--- src/design/ptsm_pkg.sv ---
// ----------------------------------------------------------------------------
// ptsm_pkg
// Shared types and constants of the pitch-tracking sawtooth masker.
// ----------------------------------------------------------------------------
package ptsm_pkg;

  localparam int SAMPLE_W   = 12;
  localparam int LEVEL_W    = 12;
  localparam int CFG_IDX_W  = 2;
  localparam int CFG_DATA_W = 12;
  localparam int LEN_W      = 7;
  localparam int TICK_W     = 16;
  localparam int RAMP_W     = 16;
  localparam int EST_W      = 24;
  localparam int PHASE_W    = 6;

  // Samples per block; the prescale phase restarts at each block boundary.
  localparam int BLOCK_LEN  = 1024;
  localparam int BLK_W      = $clog2(BLOCK_LEN);

  // Shared bit-serial divider: numerator width equals the number of steps.
  localparam int NUM_W      = 35;
  localparam int DIV_STEPS  = NUM_W;
  localparam int CNT_W      = $clog2(DIV_STEPS);
  localparam int REM_W      = EST_W + 1;

  localparam logic [SAMPLE_W-1:0] THRESH_RST = 12'd2048;
  localparam logic [LEN_W-1:0]    AVG_RST    = 7'd15;
  localparam logic [LEN_W-1:0]    PRE_RST    = 7'd15;
  localparam logic [LEVEL_W-1:0]  FS_RST     = 12'd2048;
  localparam logic [EST_W-1:0]    EST_RST    = 24'd64000;  // 250.0 in Q16.8
  localparam logic [EST_W-1:0]    EST_MIN    = 24'd256;    // 1.0 in Q16.8
  localparam logic [LEN_W-1:0]    PRE_MAX    = 7'd64;

  typedef enum logic [CFG_IDX_W-1:0] {
    REG_THRESH    = 2'd0,
    REG_AVG_LEN   = 2'd1,
    REG_PRESCALE  = 2'd2,
    REG_FULLSCALE = 2'd3
  } reg_idx_t;

  typedef enum logic [5:0] {
    ST_IDLE     = 6'b000001,
    ST_AVG_LOAD = 6'b000010,
    ST_DIV      = 6'b000100,
    ST_AVG_DONE = 6'b001000,
    ST_LVL_LOAD = 6'b010000,
    ST_LVL_DONE = 6'b100000
  } state_t;

endpackage

--- src/design/pitch_tracking_sawtooth_masker_top.sv ---
// ----------------------------------------------------------------------------
// pitch_tracking_sawtooth_masker_top
// Tracks the half period of a voice signal and emits a matching sawtooth.
// ----------------------------------------------------------------------------
// One sample is taken per transfer on the in_ channel and exactly one DAC
// level leaves per transfer on the out_ channel. Work on a sample is done by
// a single restoring divider that produces one quotient bit per cycle. A
// sample without a threshold crossing occupies the block from its transfer
// until the next sample can be taken (accept, load, 35 divide steps, finish,
// where finish waits until the output register is free). A sample with a
// crossing first runs the divider for the running-average update as well
// (load, 35 divide steps, finish). The next sample is taken as soon as the
// block is back in idle, even while the previous level still waits in the
// output register. Configuration writes are always taken (cfg_ready is tied
// high) and must only be issued while the block is idle.
// ----------------------------------------------------------------------------
module pitch_tracking_sawtooth_masker_top
  import ptsm_pkg::*;
(
  input  logic                  clk,
  input  logic                  rst_n,

  input  logic                  in_valid,
  output logic                  in_ready,
  input  logic [SAMPLE_W-1:0]   in_sample,

  output logic                  out_valid,
  input  logic                  out_ready,
  output logic [LEVEL_W-1:0]    out_level,

  input  logic                  cfg_valid,
  output logic                  cfg_ready,
  input  logic [CFG_IDX_W-1:0]  cfg_index,
  input  logic [CFG_DATA_W-1:0] cfg_data
);

  // Configuration registers.
  logic [SAMPLE_W-1:0] thresh_r;
  logic [LEN_W-1:0]    avg_len_r;
  logic [LEN_W-1:0]    prescale_r;
  logic [LEVEL_W-1:0]  fs_r;

  // Tracking state.
  logic [TICK_W-1:0]   tick_r,   tick_nxt;
  logic [RAMP_W-1:0]   ramp_r,   ramp_nxt;
  logic                rising_r, rising_nxt;
  logic [EST_W-1:0]    est_r,    est_nxt;
  logic [PHASE_W-1:0]  phase_r,  phase_nxt;
  logic [BLK_W-1:0]    blk_r,    blk_nxt;

  // Sequencer and divider.
  state_t              state_r,  state_nxt;
  logic                avg_op_r, avg_op_nxt;
  logic [NUM_W-1:0]    num_r,    num_nxt;
  logic [EST_W-1:0]    dvs_r,    dvs_nxt;
  logic [EST_W-1:0]    rem_r,    rem_nxt;
  logic [EST_W-1:0]    quo_r,    quo_nxt;
  logic                ovf_r,    ovf_nxt;
  logic [CNT_W-1:0]    cnt_r,    cnt_nxt;

  // Output register.
  logic                out_valid_r, out_valid_nxt;
  logic [LEVEL_W-1:0]  out_level_r, out_level_nxt;

  // Effective register values after the documented remapping.
  logic [LEN_W-1:0]    n_eff;
  logic [LEN_W-1:0]    n_m1;
  logic [LEN_W-1:0]    p_eff;

  logic                in_xfer;
  logic                crossing;
  logic [30:0]         avg_prod;
  logic [31:0]         avg_num;
  logic [27:0]         lvl_prod;
  logic [REM_W-1:0]    rem_sh;
  logic                step_ge;
  logic [REM_W-1:0]    rem_sub;
  logic                lvl_clamp;
  logic                ramp_wrap;

  assign in_ready  = (state_r == ST_IDLE);
  assign cfg_ready = 1'b1;
  assign out_valid = out_valid_r;
  assign out_level = out_level_r;
  assign in_xfer   = in_valid && in_ready;

  assign n_eff = (avg_len_r == '0) ? LEN_W'(1) : avg_len_r;
  assign n_m1  = n_eff - LEN_W'(1);
  assign p_eff = (prescale_r == '0) ? LEN_W'(1) :
                 ((prescale_r > PRE_MAX) ? PRE_MAX : prescale_r);

  // A crossing counts only in the direction that is expected next.
  assign crossing = rising_r ? (in_sample <= thresh_r) : (in_sample > thresh_r);

  // Running average numerator: est*(N-1) + ticks in Q16.8.
  assign avg_prod = 31'(est_r) * 31'(n_m1);
  assign avg_num  = {1'b0, avg_prod} + {8'd0, tick_r, 8'd0};

  // Level numerator: ramp * full_scale * 128.
  assign lvl_prod = 28'(ramp_r) * 28'(fs_r);

  // One restoring division step per cycle.
  assign rem_sh  = {rem_r, num_r[NUM_W-1]};
  assign step_ge = (rem_sh >= {1'b0, dvs_r});
  assign rem_sub = rem_sh - {1'b0, dvs_r};

  // The quotient is clamped to full scale, including bits already shifted out.
  assign lvl_clamp = ovf_r || (quo_r[EST_W-1:LEVEL_W] != '0) ||
                     (quo_r[LEVEL_W-1:0] > fs_r);
  assign ramp_wrap = ({1'b0, ramp_r, 7'd0} >= est_r);

  always_comb begin
    state_nxt     = state_r;
    avg_op_nxt    = avg_op_r;
    num_nxt       = num_r;
    dvs_nxt       = dvs_r;
    rem_nxt       = rem_r;
    quo_nxt       = quo_r;
    ovf_nxt       = ovf_r;
    cnt_nxt       = cnt_r;
    tick_nxt      = tick_r;
    ramp_nxt      = ramp_r;
    rising_nxt    = rising_r;
    est_nxt       = est_r;
    phase_nxt     = phase_r;
    blk_nxt       = blk_r;
    out_valid_nxt = out_valid_r;
    out_level_nxt = out_level_r;

    if (out_valid_r && out_ready) begin
      out_valid_nxt = 1'b0;
    end

    case (state_r)
      ST_IDLE: begin
        if (in_xfer) begin
          // Tick and ramp counters advance first, both saturating; the tick counter only at prescale phase zero.
          if ((phase_r == '0) && (tick_r != '1)) begin
            tick_nxt = tick_r + TICK_W'(1);
          end
          if (ramp_r != '1) begin
            ramp_nxt = ramp_r + RAMP_W'(1);
          end
          // Prescale phase restarts at each block boundary.
          if (blk_r == BLK_W'(BLOCK_LEN - 1)) begin
            blk_nxt   = '0;
            phase_nxt = '0;
          end else begin
            blk_nxt = blk_r + BLK_W'(1);
            if (({1'b0, phase_r} + LEN_W'(1)) >= p_eff) begin
              phase_nxt = '0;
            end else begin
              phase_nxt = phase_r + PHASE_W'(1);
            end
          end
          state_nxt = crossing ? ST_AVG_LOAD : ST_LVL_LOAD;
        end
      end

      ST_AVG_LOAD: begin
        num_nxt    = {3'd0, avg_num};
        dvs_nxt    = {17'd0, n_eff};
        rem_nxt    = '0;
        quo_nxt    = '0;
        ovf_nxt    = 1'b0;
        cnt_nxt    = '0;
        avg_op_nxt = 1'b1;
        state_nxt  = ST_DIV;
      end

      ST_LVL_LOAD: begin
        num_nxt    = {lvl_prod, 7'd0};
        dvs_nxt    = est_r;
        rem_nxt    = '0;
        quo_nxt    = '0;
        ovf_nxt    = 1'b0;
        cnt_nxt    = '0;
        avg_op_nxt = 1'b0;
        state_nxt  = ST_DIV;
      end

      ST_DIV: begin
        num_nxt = {num_r[NUM_W-2:0], 1'b0};
        rem_nxt = step_ge ? rem_sub[EST_W-1:0] : rem_sh[EST_W-1:0];
        quo_nxt = {quo_r[EST_W-2:0], step_ge};
        ovf_nxt = ovf_r | quo_r[EST_W-1];
        cnt_nxt = cnt_r + CNT_W'(1);
        if (cnt_r == CNT_W'(DIV_STEPS - 1)) begin
          state_nxt = avg_op_r ? ST_AVG_DONE : ST_LVL_DONE;
        end
      end

      ST_AVG_DONE: begin
        // The average never exceeds 24 bits, so only the floor of 1.0 applies.
        est_nxt    = (quo_r < EST_MIN) ? EST_MIN : quo_r;
        tick_nxt   = '0;
        rising_nxt = ~rising_r;
        state_nxt  = ST_LVL_LOAD;
      end

      ST_LVL_DONE: begin
        if (!out_valid_r || out_ready) begin
          out_valid_nxt = 1'b1;
          out_level_nxt = lvl_clamp ? fs_r : quo_r[LEVEL_W-1:0];
          if (ramp_wrap) begin
            ramp_nxt = '0;
          end
          state_nxt = ST_IDLE;
        end
      end

      default: begin
        state_nxt = ST_IDLE;
      end
    endcase
  end

  always_ff @(posedge clk) begin
    if (!rst_n) begin
      state_r     <= ST_IDLE;
      avg_op_r    <= 1'b0;
      out_valid_r <= 1'b0;
      tick_r      <= '0;
      ramp_r      <= '0;
      rising_r    <= 1'b1;
      est_r       <= EST_RST;
      phase_r     <= '0;
      blk_r       <= '0;
      cnt_r       <= '0;
      thresh_r    <= THRESH_RST;
      avg_len_r   <= AVG_RST;
      prescale_r  <= PRE_RST;
      fs_r        <= FS_RST;
    end else begin
      state_r     <= state_nxt;
      avg_op_r    <= avg_op_nxt;
      out_valid_r <= out_valid_nxt;
      tick_r      <= tick_nxt;
      ramp_r      <= ramp_nxt;
      rising_r    <= rising_nxt;
      est_r       <= est_nxt;
      phase_r     <= phase_nxt;
      blk_r       <= blk_nxt;
      cnt_r       <= cnt_nxt;
      if (cfg_valid && cfg_ready) begin
        case (reg_idx_t'(cfg_index))
          REG_THRESH:    thresh_r   <= cfg_data[SAMPLE_W-1:0];
          REG_AVG_LEN:   avg_len_r  <= cfg_data[LEN_W-1:0];
          REG_PRESCALE:  prescale_r <= cfg_data[LEN_W-1:0];
          REG_FULLSCALE: fs_r       <= cfg_data[LEVEL_W-1:0];
          default: begin
          end
        endcase
      end
    end
  end

  // Datapath registers carry no reset.
  always_ff @(posedge clk) begin
    num_r       <= num_nxt;
    dvs_r       <= dvs_nxt;
    rem_r       <= rem_nxt;
    quo_r       <= quo_nxt;
    ovf_r       <= ovf_nxt;
    out_level_r <= out_level_nxt;
  end

endmodule
--- config.mk ---
export PLATFORM = sky130hd
export DESIGN_NAME = pitch_tracking_sawtooth_masker_top
export DESIGN_NICKNAME = d
export VERILOG_FILES = /design/src/design/ptsm_pkg.sv /design/src/design/pitch_tracking_sawtooth_masker_top.sv
export SDC_FILE = /design/constraint.sdc
export NUM_CORES = 1
export LEC_CHECK = 0
export BUFFER_PORTS_ARGS = -buffer_cell sky130_fd_sc_hd__buf_2
export CORE_ASPECT_RATIO = 0.5
export CORE_MARGIN = 5
export CORE_UTILIZATION = 30
export DETAILED_ROUTE_END_ITERATION = 8
export PLACE_DENSITY = 0.42
export SYNTH_ARGS = -nofsm -noshare
export SYNTH_HDL_FRONTEND = slang
export SYNTH_SLANG_ARGS = --single-unit
--- constraint.sdc ---
create_clock -name clk -period 6.2 [get_ports clk]
set_clock_uncertainty 0.2 [all_clocks]
set_input_delay 0 -clock clk [delete_from_list [all_inputs] [get_ports clk]]
set_output_delay 0 -clock clk [all_outputs]
set_load 0.1 [all_outputs]
==> results.toml <==
[global_routing]
grt_pass1_vias = 19900
grt-ovfl-total = 0
antenna_found_initial = 5
track_usage_pct = 17.4
grt_max_degree = 62
grt_pass1_wl_mm = 120

[clock_network]
root_buffer = "clkbuf_16"
path_clk_slew_ns = 0.06
cts.sinks = 245
clockBufferDepth = 3
cts_htree_levels = 1
cts_inserted_buffers = 28
clock_latency_ns = 0.59
cts_tree = "yes"

[placement]
portBuffers = 44
place_ws_ns = -0.346
dpl.hpwl_mm = 61.1
gp_congestion = 0.875

[floorplanning]
die_w_um = 416
start_util_pct = 30.3
top_level_ports = 46
die_area_sq_um = 88600
die_y_um = 213
placementRows = 74
coreArea_sq_um = 81700

[setup_path]
startpoint = "avg_len_r[2]"
start_kind = "flop"
crit_required_ns = 6.41
r2r-start = "avg_len_r[2]"
worstSetupEndpointType = "flop"
path_max_fanout = 7
arrival_ns = 6.27
critical_path_class = "reg2reg"

[layout]
area_growth_pct = 18.4
fill_cells = 8487
postLayoutCoreUtil_pct = 35.8
nets = 3433
final_common_cell = "nand2_1"
drive_above_1_share_pct = 15.0
layout_common_cells = "nand2_1, inv_1, fa_1, ha_1, buf_4"

[timing]
slew_headroom_pct = 32.0
final_hold_viol_count = 0
setup_tns_ns = 0
setup_viol = 0
min_period_ns = 6.06
slew_viol_final = 0
clock.fmax_mhz = 165
fin_crit_sh_pct = 97.7
tightest_slew_ns = 1.01
fin_ws_ns = 0.142
rsz0062_at_grt = "true"

[synth]
syn_area_sq_um = 24700
syn-num-nets = 3257
ys_dominant_reg_cell = "dfxtp_1"
syn_inst = 2757
ys_seq_elements = 245
yosysSeqAreaShare_pct = 24.7
synth_cell_types = 90
synth_area_per_cell_sq_um = 8.97
async_flop_share_pct = 0
synth_edf_count = 120
yosysWarnings = 0

[power_and_ir_drop]
power.density_nw_per_um2 = 170
p_sw_share_pct = 32.0
combPwrFrac_pct = 27.1
p_switching_mw = 1.59
cell_internal_pwr_mw = 3.38
pwr-share-clk_pct = 36.4
peakVddDrop_uv = 218
power_frac_seq_pct = 36.6
p_leak_nw = 13.6

[min_path]
worstHoldPathType = "in2reg"
hp-start = "in_sample[11]"

[drt]
firstDrtPassIters = 6
drc = 0
vias_per_cell = 4.75
vias = 19300
wl_mm = 76.8
wl_per_cell_um = 18.9
drt-initial-drc-count = 1103
ant_nets = 0

[outcome]
status = "complete, no violations"

[job]
max_cap_viol_count = 0
## power by group through the flow
stage / logic (mW) / registers [mW] / clock network [mW]
floorplan: 0.772 / 1.84 / 0
global placement: 1.21 / 1.85 / 0
detailed placement: 1.21 / 1.85 / 0
CTS: 1.24 / 1.82 / 1.86
global route: 1.48 / 1.82 / 1.92
finish: 1.34 / 1.82 / 1.81
## state kept, by name, indices dropped and copies added, names as in the netlist, 6 cells and up
register    flops
fs_r           12
cnt_r           6
num_r          35
ramp_r         16
thresh_r       12
dvs_r          24
tick_r         16
phase_r         6
est_r          24
avg_len_r       7
blk_r          10
out_level      12
state_r         6
rem_r          24
prescale_r      7
quo_r          24
## worst max-delay path: stages (launching register included)
cell,delay [ns]
dfxtp_2,0.33
nor4_4,0.34
a21oi_4,0.13
ha_4,0.19
nor3b_4,0.16
xor2_1,0.14
buf_4,0.18
and2_4,0.16
fa_2,0.55
fa_2,0.43
fa_1,0.51
inv_1,0.05
fa_1,0.52
inv_2,0.05
ha_4,0.27
and3_4,0.21
nand3_2,0.08
o211ai_2,0.20
o21ai_2,0.10
o21ai_2,0.19
a41oi_2,0.15
o21a_1,0.22
or4_4,0.42
o2111ai_2,0.10
## final timing paths
path	endpoint	slack [ns]	cells after the start
setup reg to reg	num_r[31]	0.14	23
hold / removal	state_r[1]	0.04	7
setup / recovery	num_r[31]	0.14	23
hold reg to reg	state_r[3]	0.25	2
## cells in the mapped netlist (all sizes together) (12+ instances only)
library cell  number  area share [%]
fa               267              22
dfxtp            125              10
nand2b            37            0.94
inv              393             6.0
nor3              17            0.36
o211ai            16            0.51
mux2              12            0.55
o21ai             88             1.8
a21o              53             1.6
or3               12            0.30
nor2b             25            0.63
nand3             52             1.1
a21oi             94             1.9
a21boi            47             1.4
clkbuf           105             1.6
buf               21            0.58
a31oi             13            0.39
xor2              48             1.7
nand2            407             6.2
ha               202              10
a211oi            12            0.40
nand4             30            0.88
nor2             181             2.7
a22oi             24            0.73
edfxtp           120              15
xnor2             45             1.6
mux2i             21            0.85
and2             141             3.6
and3              16            0.41
## logic make-up (layout without fill, tap and decap cells)
logic type	Yosys count	after routing	share of synthesized area, %
compound gates	424	424	11.7
buf+inv	519	717	8.15
mux	33	33	1.40
flops	245	245	24.7
other cells	1	2	0.0152
fa+ha+maj	469	469	31.8
simple gates	973	973	18.9
xor+xnor	93	93	3.30
## what timing repair did
item / CTS / global route
pin swaps: 10 / 86
gates resized for setup: 18 / 102
setup endpoints to repair: 14 / 20
hold buffers: 33 / 0
buffers inserted: 9 / 14
hold endpoints to repair: 87 / 0
gates cloned: 0 / 1
## cell type report
type | count | area (sq um) | share of cell area, %
clock inverter | 19 | 194 | 0.663
inverter | 393 | 1480 | 5.04
clock buffer | 33 | 762 | 2.60
sequential | 245 | 6120 | 20.9
multi-input combinational | 1993 | 17300 | 59.0
antenna | 1 | 2.50 | 0.00855
timing repair buffer | 272 | 2090 | 7.13
tap | 1102 | 1380 | 4.71
## per-stage QoR
| stage | std cells | total power [mW] | hold slack (ns) | instance area (sq um) |
|---|---|---|---|---|
| after detailed placement | 3948 | 3.06 | 0.0777 | 27200 |
| after CTS | 4042 | 4.92 | 0.00779 | 28700 |
| after floorplan | 2757 | 2.61 | -0.0760 | 24900 |
| after global routing | 4057 | 5.22 | 0.0734 | 29300 |
| after global placement | 3948 | 3.06 | 0.0687 | 27200 |
| final | 4058 | 4.97 | 0.0437 | 29300 |
## layer usage
layer	wire length, um	vias to the layer above	global-route usage [%]
met5	0	-	0
met4	999	0	2.31
met3	3820	55	2.43
met2	32100	299	26.6
met1	39900	9572	26.8
li1	-	9365	-
Power figures use the tool's default switching activity.
